--- config.mk ---
export PLATFORM = sky130hd
export DESIGN_NAME = sdf_sqrt
export DESIGN_NICKNAME = d
export VERILOG_FILES = /design/src/rtl/assert_macros.svh /design/src/rtl/sdf_pkg.sv /design/src/rtl/sdf_sqrt.sv
export SDC_FILE = /design/constraint.sdc
export NUM_CORES = 2
export LEC_CHECK = 0
export BUFFER_PORTS_ARGS = -buffer_cell sky130_fd_sc_hd__buf_2
export CAP_MARGIN = 20
export CORE_ASPECT_RATIO = 0.8
export CORE_MARGIN = 5
export CORE_UTILIZATION = 56
export DETAILED_ROUTE_END_ITERATION = 6
export PLACE_DENSITY = 0.71
export SLEW_MARGIN = 25
export SYNTH_ARGS = -nofsm -noshare
export SYNTH_HDL_FRONTEND = slang
export SYNTH_SLANG_ARGS = --single-unit
export TNS_END_PERCENT = 100
--- constraint.sdc ---
create_clock -name clk_i -period 4.5 [get_ports clk_i]
set_clock_uncertainty 0.15 [all_clocks]
set_input_delay 0.45 -clock clk_i [delete_from_list [all_inputs] [get_ports clk_i]]
set_output_delay 0.45 -clock clk_i [all_outputs]
set_load 0.01 [all_outputs]
--- src/rtl/assert_macros.svh ---
// Assertion macros for the spring-damper force block.
// Expects clk_i and active-low rst_ni in the scope of each use.
`ifndef ASSERT_MACROS_SVH
`define ASSERT_MACROS_SVH

// Same-cycle implication, checked on every rising edge out of reset
`define SDF_ASSERT_IMPL(lbl, ante, cons, msg) \
  lbl: assert property (@(posedge clk_i) disable iff (!rst_ni) (ante) |-> (cons)) \
    else $error(msg);

// Next-cycle implication, checked on every rising edge out of reset
`define SDF_ASSERT_NEXT(lbl, ante, cons, msg) \
  lbl: assert property (@(posedge clk_i) disable iff (!rst_ni) (ante) |=> (cons)) \
    else $error(msg);

`endif

--- src/rtl/sdf_pkg.sv ---
// Shared widths, pipeline depths, register codes and lane result type
// for the spring-damper force block. No dependencies.
package sdf_pkg;

  localparam int NumAxes    = 3;
  localparam int CoordW     = 32;               // Q16.16 coordinate and force
  localparam int CoefW      = 32;               // unsigned Q16.16 coefficient
  localparam int DiffW      = CoordW + 1;       // posA - posB
  localparam int SqW        = 2 * DiffW - 1;    // |d|^2, at most 2^64
  localparam int SumW       = SqW + 1;          // sum of three squares
  localparam int RadW       = 2 * ((SumW + 1) / 2) + 2;
  localparam int LenW       = RadW / 2;         // floor square root
  localparam int RemW       = LenW + 2;         // square root remainder
  localparam int SqrtStages = LenW;             // one root bit per stage
  localparam int ErrW       = LenW + 1;         // signed L - r
  localparam int KdW        = CoefW + DiffW;    // k*|d|
  localparam int KdLoW      = DiffW;            // low slice of k*|d|
  localparam int PlW        = KdLoW + LenW;
  localparam int PhW        = (KdW - KdLoW) + LenW;
  localparam int SprW       = KdW + LenW;       // |k*d*e|, units 2^-48
  localparam int PdW        = CoefW + CoordW;   // c*|v|, units 2^-32
  localparam int DampShift  = 16;               // 2^-32 to 2^-48
  localparam int AccW       = SprW + 3;         // signed force, units 2^-48
  localparam int FracDrop   = 32;               // 2^-48 to Q16.16

  // Pipeline timing, counted in registers after the accepting edge
  localparam int LaneTaps   = SqrtStages + 3;   // d and v held up to the root
  localparam int LatLen     = 3 + SqrtStages;   // root registered
  localparam int LatLane    = LatLen + 5;       // lane force registered
  localparam int Latency    = LatLane + 1;      // merged result registered
  localparam int ZeroTaps   = LatLane - 3;

  localparam int CfgIdxW    = 3;

  typedef enum logic [CfgIdxW-1:0] {
    RegEnable    = 3'd0,
    RegStiffX    = 3'd1,
    RegStiffY    = 3'd2,
    RegStiffZ    = 3'd3,
    RegDampX     = 3'd4,
    RegDampY     = 3'd5,
    RegDampZ     = 3'd6,
    RegRestLen   = 3'd7
  } sdf_reg_e;

  typedef struct packed {
    logic [CoordW-1:0] force_a;
    logic [CoordW-1:0] force_b;
    logic              sat;
  } sdf_lane_res_t;

endpackage

--- src/rtl/sdf_sqrt.sv ---
// Pipelined floor square root, one root bit resolved per stage.
// Depends on sdf_pkg.
module sdf_sqrt (
  input  logic                       clk_i,
  input  logic [sdf_pkg::SumW-1:0]   rad_i,
  output logic [sdf_pkg::LenW-1:0]   root_o
);
  import sdf_pkg::*;

  logic [RemW-1:0] rem_s  [SqrtStages+1];
  logic [LenW-1:0] root_s [SqrtStages+1];
  logic [RadW-1:0] rad_s  [SqrtStages+1];

  // Seed the first stage
  assign rem_s[0]  = '0;
  assign root_s[0] = '0;
  assign rad_s[0]  = RadW'(rad_i);

  for (genvar g = 0; g < SqrtStages; g++) begin : g_stage
    logic [RemW+1:0] rem_sh;
    logic [RemW+1:0] trial;
    logic            take;
    logic [RemW-1:0] rem_q;
    logic [LenW-1:0] root_q;
    logic [RadW-1:0] rad_q;

    // Bring down the next bit pair and try the next root bit
    always_comb begin
      rem_sh = {rem_s[g], rad_s[g][RadW-1 -: 2]};
      trial  = (RemW+2)'({root_s[g], 2'b01});
      take   = rem_sh >= trial;
    end

    always_ff @(posedge clk_i) begin
      rem_q  <= take ? RemW'(rem_sh - trial) : RemW'(rem_sh);
      root_q <= {root_s[g][LenW-2:0], take};
      rad_q  <= {rad_s[g][RadW-3:0], 2'b00};
    end

    assign rem_s[g+1]  = rem_q;
    assign root_s[g+1] = root_q;
    assign rad_s[g+1]  = rad_q;
  end

  assign root_o = root_s[SqrtStages];

endmodule

# [Yosys cells after proc, flatten, opt, wreduce, memory -nomap -nowiden]
# Cells that the tools add are included.
[totals] ff_bits=2802 in_bits=67
[classes] n_lt_le_gt_ge=33 mux=32 n_addsub=32
[op_table] operator="36-bit 2-to-1 mux" n=31
[op_table] operator="38-bit by 10-bit greater-or-equal comparator with 1-bit output" n=1
[op_table] operator="38-bit by 11-bit greater-or-equal comparator with 1-bit output" n=1
[op_table] operator="38-bit by 12-bit greater-or-equal comparator with 1-bit output" n=1
[op_table] operator="38-bit by 13-bit greater-or-equal comparator with 1-bit output" n=1
[op_table] operator="38-bit by 14-bit greater-or-equal comparator with 1-bit output" n=1
[op_table] operator="38-bit by 15-bit greater-or-equal comparator with 1-bit output" n=1
[op_table] operator="38-bit by 16-bit greater-or-equal comparator with 1-bit output" n=1
[op_table] operator="38-bit by 17-bit greater-or-equal comparator with 1-bit output" n=1
[op_table] operator="38-bit by 18-bit greater-or-equal comparator with 1-bit output" n=1
[op_table] operator="38-bit by 19-bit greater-or-equal comparator with 1-bit output" n=1
[op_table] operator="38-bit by 20-bit greater-or-equal comparator with 1-bit output" n=1
[op_table] operator="38-bit by 21-bit greater-or-equal comparator with 1-bit output" n=1
[op_table] operator="38-bit by 22-bit greater-or-equal comparator with 1-bit output" n=1
[op_table] operator="38-bit by 23-bit greater-or-equal comparator with 1-bit output" n=1
[op_table] operator="38-bit by 24-bit greater-or-equal comparator with 1-bit output" n=1
[op_table] operator="38-bit by 25-bit greater-or-equal comparator with 1-bit output" n=1
[op_table] operator="38-bit by 26-bit greater-or-equal comparator with 1-bit output" n=1
[op_table] operator="38-bit by 27-bit greater-or-equal comparator with 1-bit output" n=1
[op_table] operator="38-bit by 28-bit greater-or-equal comparator with 1-bit output" n=1
[op_table] operator="38-bit by 29-bit greater-or-equal comparator with 1-bit output" n=1
[op_table] operator="38-bit by 3-bit greater-or-equal comparator with 1-bit output" n=1
[op_table] operator="38-bit by 30-bit greater-or-equal comparator with 1-bit output" n=1
[op_table] operator="38-bit by 31-bit greater-or-equal comparator with 1-bit output" n=1
[op_table] operator="43 further kinds" n=43

# [Longest topological paths before layout]
[depth] word_depth=2 ltp_mapped=15 mapped_depth_nobuf=14

# [Worst setup path before layout]
# Ideal clock, no wire load.
[synth_path] path_type="register -> register" startpoint="register g_stage[31].root_q[0]" endpoint="register g_stage[32].rem_q[1]" path_stages_with_launch=15 arrival_time_ns=3.379 required_ns=4.222 setup_slack_ns=0.843 cell_sequence="dfxtp_1 inv_1 ha_1 nor2b_1 o31a_1 nor3_1 o31ai_1 a31oi_1 o21ai_0 a211o_1 o21a_1 clkbuf_1 clkbuf_1 buf_1 a21oi_1"
[synth_via] elab_chain_cells=2
[synth_lines] element="start, declared" line="sdf_sqrt.sv:24" rtl="logic [LenW-1:0] root_q;"
[synth_lines] element="start signal, assigned" line="sdf_sqrt.sv:36" rtl="root_q <= {root_s[g][LenW-2:0], take};"
[synth_lines] element="38-bit by 33-bit greater-or-equal comparator with 1-bit output" line="sdf_sqrt.sv:31" rtl="take = rem_sh >= trial;"
[synth_lines] element="36-bit 2-to-1 mux" line="sdf_sqrt.sv:35" rtl="rem_q <= take ? RemW'(rem_sh - trial) : RemW'(rem_sh);"
[synth_lines] element="end signal, assigned" line="sdf_sqrt.sv:35"
[synth_lines] element="end, declared" line="sdf_sqrt.sv:23" rtl="logic [RemW-1:0] rem_q;"
# No other way between the ends.
# A chain may end at the register's enable or synchronous reset.

# [Worst setup path after layout]
[layout_path] startpoint="register g_stage[2].rem_q[32]" endpoint="register g_stage[3].rem_q[24]"
[layout_via] elab_chain_cells=2
[layout_lines] element="start, declared" line="sdf_sqrt.sv:23"
[layout_lines] element="start signal, assigned" line="sdf_sqrt.sv:35"
[layout_lines] element="38-bit by 4-bit greater-or-equal comparator with 1-bit output" line="sdf_sqrt.sv:31"
[layout_lines] element="36-bit 2-to-1 mux" line="sdf_sqrt.sv:35"
[layout_lines] element="end signal, assigned" line="sdf_sqrt.sv:35"
[layout_lines] element="end, declared" line="sdf_sqrt.sv:23"
# No other way between the ends.

==> qor.csv <==
metric,value,unit
"Largest stage delay, worst path",0.70,ns
post_cts resized,0,
global placement routability congestion,0.908,
Placed Cells incl. Taps,12200,
max-capacitance violation count,0,
number of buffers inserted by port buffering,99,
critical-path maximum fanout,13,
Via Count,68200,
worst voltage drop across the vdd grid,378,µV
result of the run,finished clean,
synth-to-layout area growth,13.3,%
layout cell share with drive strength beyond 1,7.35,%
met3 wire len,11200,µm
maximum level of the CTS H-tree,5,
share of flip-flops with an asynchronous set or reset after synthesis,0,%
remaining max-slew budget at the tightest pin,31.6,%
static leakage,53.3,nW
Placement Rows,138,
setup violation total in the final timing report,0,
final cycle utilization of the critical path,91.6,%
number of hold violations in the final report,0,
Stages on worst setup path,10,
CTS Root Cell,sky130_fd_sc_hd__clkbuf_16,
path category of the worst min-delay check,in2reg,
Area contributors post-synth,"sky130_fd_sc_hd__dfxtp_1 (56%), sky130_fd_sc_hd__ha_1 (7.5%), sky130_fd_sc_hd__xor2_1 (4.1%)",
Worst-Skew Late Latency,0.90,ns
setup_tns,0,ns
maximum count of clock buffers along a single path,4,
CP top delay family,simple AND/OR/NAND/NOR gates,
FMAX,243,MHz
Routed met2 length,99600,µm
crit path capture,g_stage[3].rem_q[24],
startpoint type of the worst setup path,flip-flop,
hold path start,rad_i[58],
Die Span Y,388,µm
post-synth top area cell,sky130_fd_sc_hd__dfxtp_1,
Worst Setup End Kind,flip-flop,
beginning of the critical path,g_stage[2].rem_q[32],
worst reg2reg path depth,10,
ys flop type,sky130_fd_sc_hd__dfxtp_1,
synthesized instance count,9810,
detailed-router iteration count before antenna repair,6,
core box area,0.177,mm²
Die Outline Area,0.188,mm²
TritonCTS clock tree,yes,
number of global-route vias before repair,66300,
Pwr per Cell Area,556,mW/mm²
total routed wire length on the met1 layer,102000,µm
uppermost routed layer,met4,
net total in the final layout,10800,
"Arr. time, crit path",4.75,ns
DIE WIDTH,483,µm
DRC Markers,0,
part of the Yosys area used for sequential elements,55.6,%
synthesized cell area,0.100,mm²
"Slew Viols, Final",0,
wire length of the first global-routing pass,349000,µm
Clock Pin Slew Worst Setup and Hold Paths,0.06,ns
"non-filler cells, final",12700,
fillcell total,14200,
wire length per cell after detailed routing,17.2,µm
slew at the pin closest to its max-slew limit,1.02,ns
kind of critical path,reg2reg,
startpoint of the lowest-slack register-to-register path,g_stage[2].rem_q[32],
reg-to-reg critical path endpoint,g_stage[3].rem_q[24],
total congestion overflow after global routing,0,
largest net degree at the start of global routing,57,
share of the synthesized area in the top cell type,55.6,%
shortest clock period the worst path allows after layout,4.12,ns
Detailed Route WL,218000,µm
# diodes,0,
required time at the worst-slack endpoint,5.13,ns
total routing usage reported by global routing,22.8,%
"Warnings, synthesis",0,
Crit-path slowest cell,sky130_fd_sc_hd__or4b_2,
Starting Density,56.5,%
count of boundary I/O pins,101,
initial detailed-routing violation count,4778,
count of different cell masters after synthesis,81,
worst-case register-to-register setup slack,0.38,ns
antenna-violating nets left,0,
cell chain of the critical path,or3_1 -> or4b_2 -> or4_1 -> or2_2 -> nor2_1 -> inv_1 -> nand2_1 -> or4_1 -> nor2_1 -> or2_2,
number of buffers created by CTS,278,
clock net sink count,2782,
"EDFF count, synth",0,
crit path buf inv count,1,
total of flip-flops plus latches after synthesis,2782,
Synth Area per Inst,10.2,µm²
number of antenna violations at the first check in global routing,4,
Vias per Instance,5.36,
RSZ-0062 raised after global routing,no,
HPWL after DPL,162000,µm
==> cells by family after synthesis <==
kind of cell / share of synthesized area (%)
adders and majority gates: 7.45
other: 0.00374
AOI/OAI and AO/OA: 11.7
buffers and inverters: 3.60
DFF: 55.6
xor gates and xnor gates: 8.18
muxes: 1.10
and+or+nand+nor: 12.4
==> what timing repair did <==
action	CTS	global route
endpoints found under the hold margin	66	1
setup buffers	0	0
hold buffers	100	1
==> cell type report <==
type,instances,area (µm²),area share (%)
Sequential cell,2782,55700,49.0
Timing Repair Buffer,256,1990,1.75
Multi-Input combinational cell,6072,41000,36.1
Inverter,766,2880,2.53
Tap cell,2380,2980,2.62
Clock buffer,371,7780,6.85
Clock inverter,95,1220,1.08
==> cells in the mapped netlist (24+ instances only) <==
master	instances
sky130_fd_sc_hd__o31ai_1	59
sky130_fd_sc_hd__and3_1	57
sky130_fd_sc_hd__nor4_1	143
sky130_fd_sc_hd__dfxtp_1	2782
sky130_fd_sc_hd__nand4_1	107
sky130_fd_sc_hd__xnor2_1	462
sky130_fd_sc_hd__o21a_1	90
sky130_fd_sc_hd__a211oi_1	34
sky130_fd_sc_hd__o211ai_1	33
sky130_fd_sc_hd__mux2_2	88
sky130_fd_sc_hd__and2_1	30
sky130_fd_sc_hd__inv_1	763
sky130_fd_sc_hd__nand2_1	667
sky130_fd_sc_hd__a31oi_1	53
sky130_fd_sc_hd__xor2_1	474
sky130_fd_sc_hd__nor2b_1	69
sky130_fd_sc_hd__nand2b_1	102
sky130_fd_sc_hd__or3_1	94
sky130_fd_sc_hd__nand3b_1	24
sky130_fd_sc_hd__ha_1	597
sky130_fd_sc_hd__clkbuf_1	170
sky130_fd_sc_hd__or2_2	44
sky130_fd_sc_hd__o21ai_0	504
sky130_fd_sc_hd__a21o_1	249
sky130_fd_sc_hd__or4_1	57
sky130_fd_sc_hd__nor3_1	251
sky130_fd_sc_hd__a21oi_1	622
sky130_fd_sc_hd__o21bai_1	69
sky130_fd_sc_hd__nand3_1	161
sky130_fd_sc_hd__nor2_1	627
==> power by group <==
part           switching, mW  total (mW)  internal (mW)
clock                   9.16        22.8           13.6
sequential              3.06        31.5           28.5
combinational           4.86        8.89           4.03
total                   17.1        63.2           46.1
==> worst register-to-register path, cell delays in order, from the launching register on <==
cell,delay (ns)
sky130_fd_sc_hd__dfxtp_1,0.36
sky130_fd_sc_hd__or3_1,0.49
sky130_fd_sc_hd__or4b_2,0.70
sky130_fd_sc_hd__or4_1,0.50
sky130_fd_sc_hd__or2_2,0.35
sky130_fd_sc_hd__nor2_1,0.31
sky130_fd_sc_hd__inv_1,0.31
sky130_fd_sc_hd__nand2_1,0.26
sky130_fd_sc_hd__or4_1,0.22
sky130_fd_sc_hd__nor2_1,0.08
sky130_fd_sc_hd__or2_2,0.28
==> state kept, by name (all words and copies together) (netlist names) <==
signal,flops
root_o,33
g_stage.root_q,528
g_stage.rem_q,1099
g_stage.rad_q,1122
==> cell usage in the layout (no fill, tap or decap), types with 107 or more instances in the layout <==
master                      netlist  final
sky130_fd_sc_hd__xor2_1         474    474
sky130_fd_sc_hd__clkbuf_16        0    284
sky130_fd_sc_hd__nor3_1         251    248
sky130_fd_sc_hd__o21ai_0        504    503
sky130_fd_sc_hd__a21o_1         249    249
sky130_fd_sc_hd__nor4_1         143    143
sky130_fd_sc_hd__inv_1          763    763
sky130_fd_sc_hd__xnor2_1        462    462
sky130_fd_sc_hd__nand3_1        161    161
sky130_fd_sc_hd__nand2_1        667    667
sky130_fd_sc_hd__nand4_1        107    107
sky130_fd_sc_hd__nor2_1         627    627
sky130_fd_sc_hd__ha_1           597    597
sky130_fd_sc_hd__dfxtp_1       2782   2782
sky130_fd_sc_hd__a21oi_1        622    621
==> per-stage QoR <==
step	setup slack, ns	hold slack, ns	util (%)	cell area (µm²)	power, mW
after floorplan	0.843	0.160	-	100000	37.6
after global placement	0.404	0.159	58.4	104000	40.5
after detailed placement	0.444	0.162	58.4	104000	40.7
after CTS	0.416	0.0000535	64.0	114000	63.7
after global routing	0.140	0.0198	64.0	114000	66.3
final	0.378	0.0514	64.0	114000	63.2
==> how the worst min path moves through the flow <==
stage                                  endpoint  depth (start not counted)
final                      g_stage[0].rad_q[60]                          2
after global routing        g_stage[0].rad_q[3]                          2
after CTS                  g_stage[0].rad_q[67]                          2
after detailed placement  g_stage[12].rad_q[51]                          0
after global placement     g_stage[8].rad_q[21]                          0
after floorplan           g_stage[10].rad_q[22]                          0
==> routing by layer <==
layer	GRT usage [%]	vias to the layer above
met5	0	-
met4	6.53	0
met3	3.43	446
met2	37.2	1719
met1	31.6	31900
li1	-	34100
No activity file was read; power rests on OpenSTA's default activity.
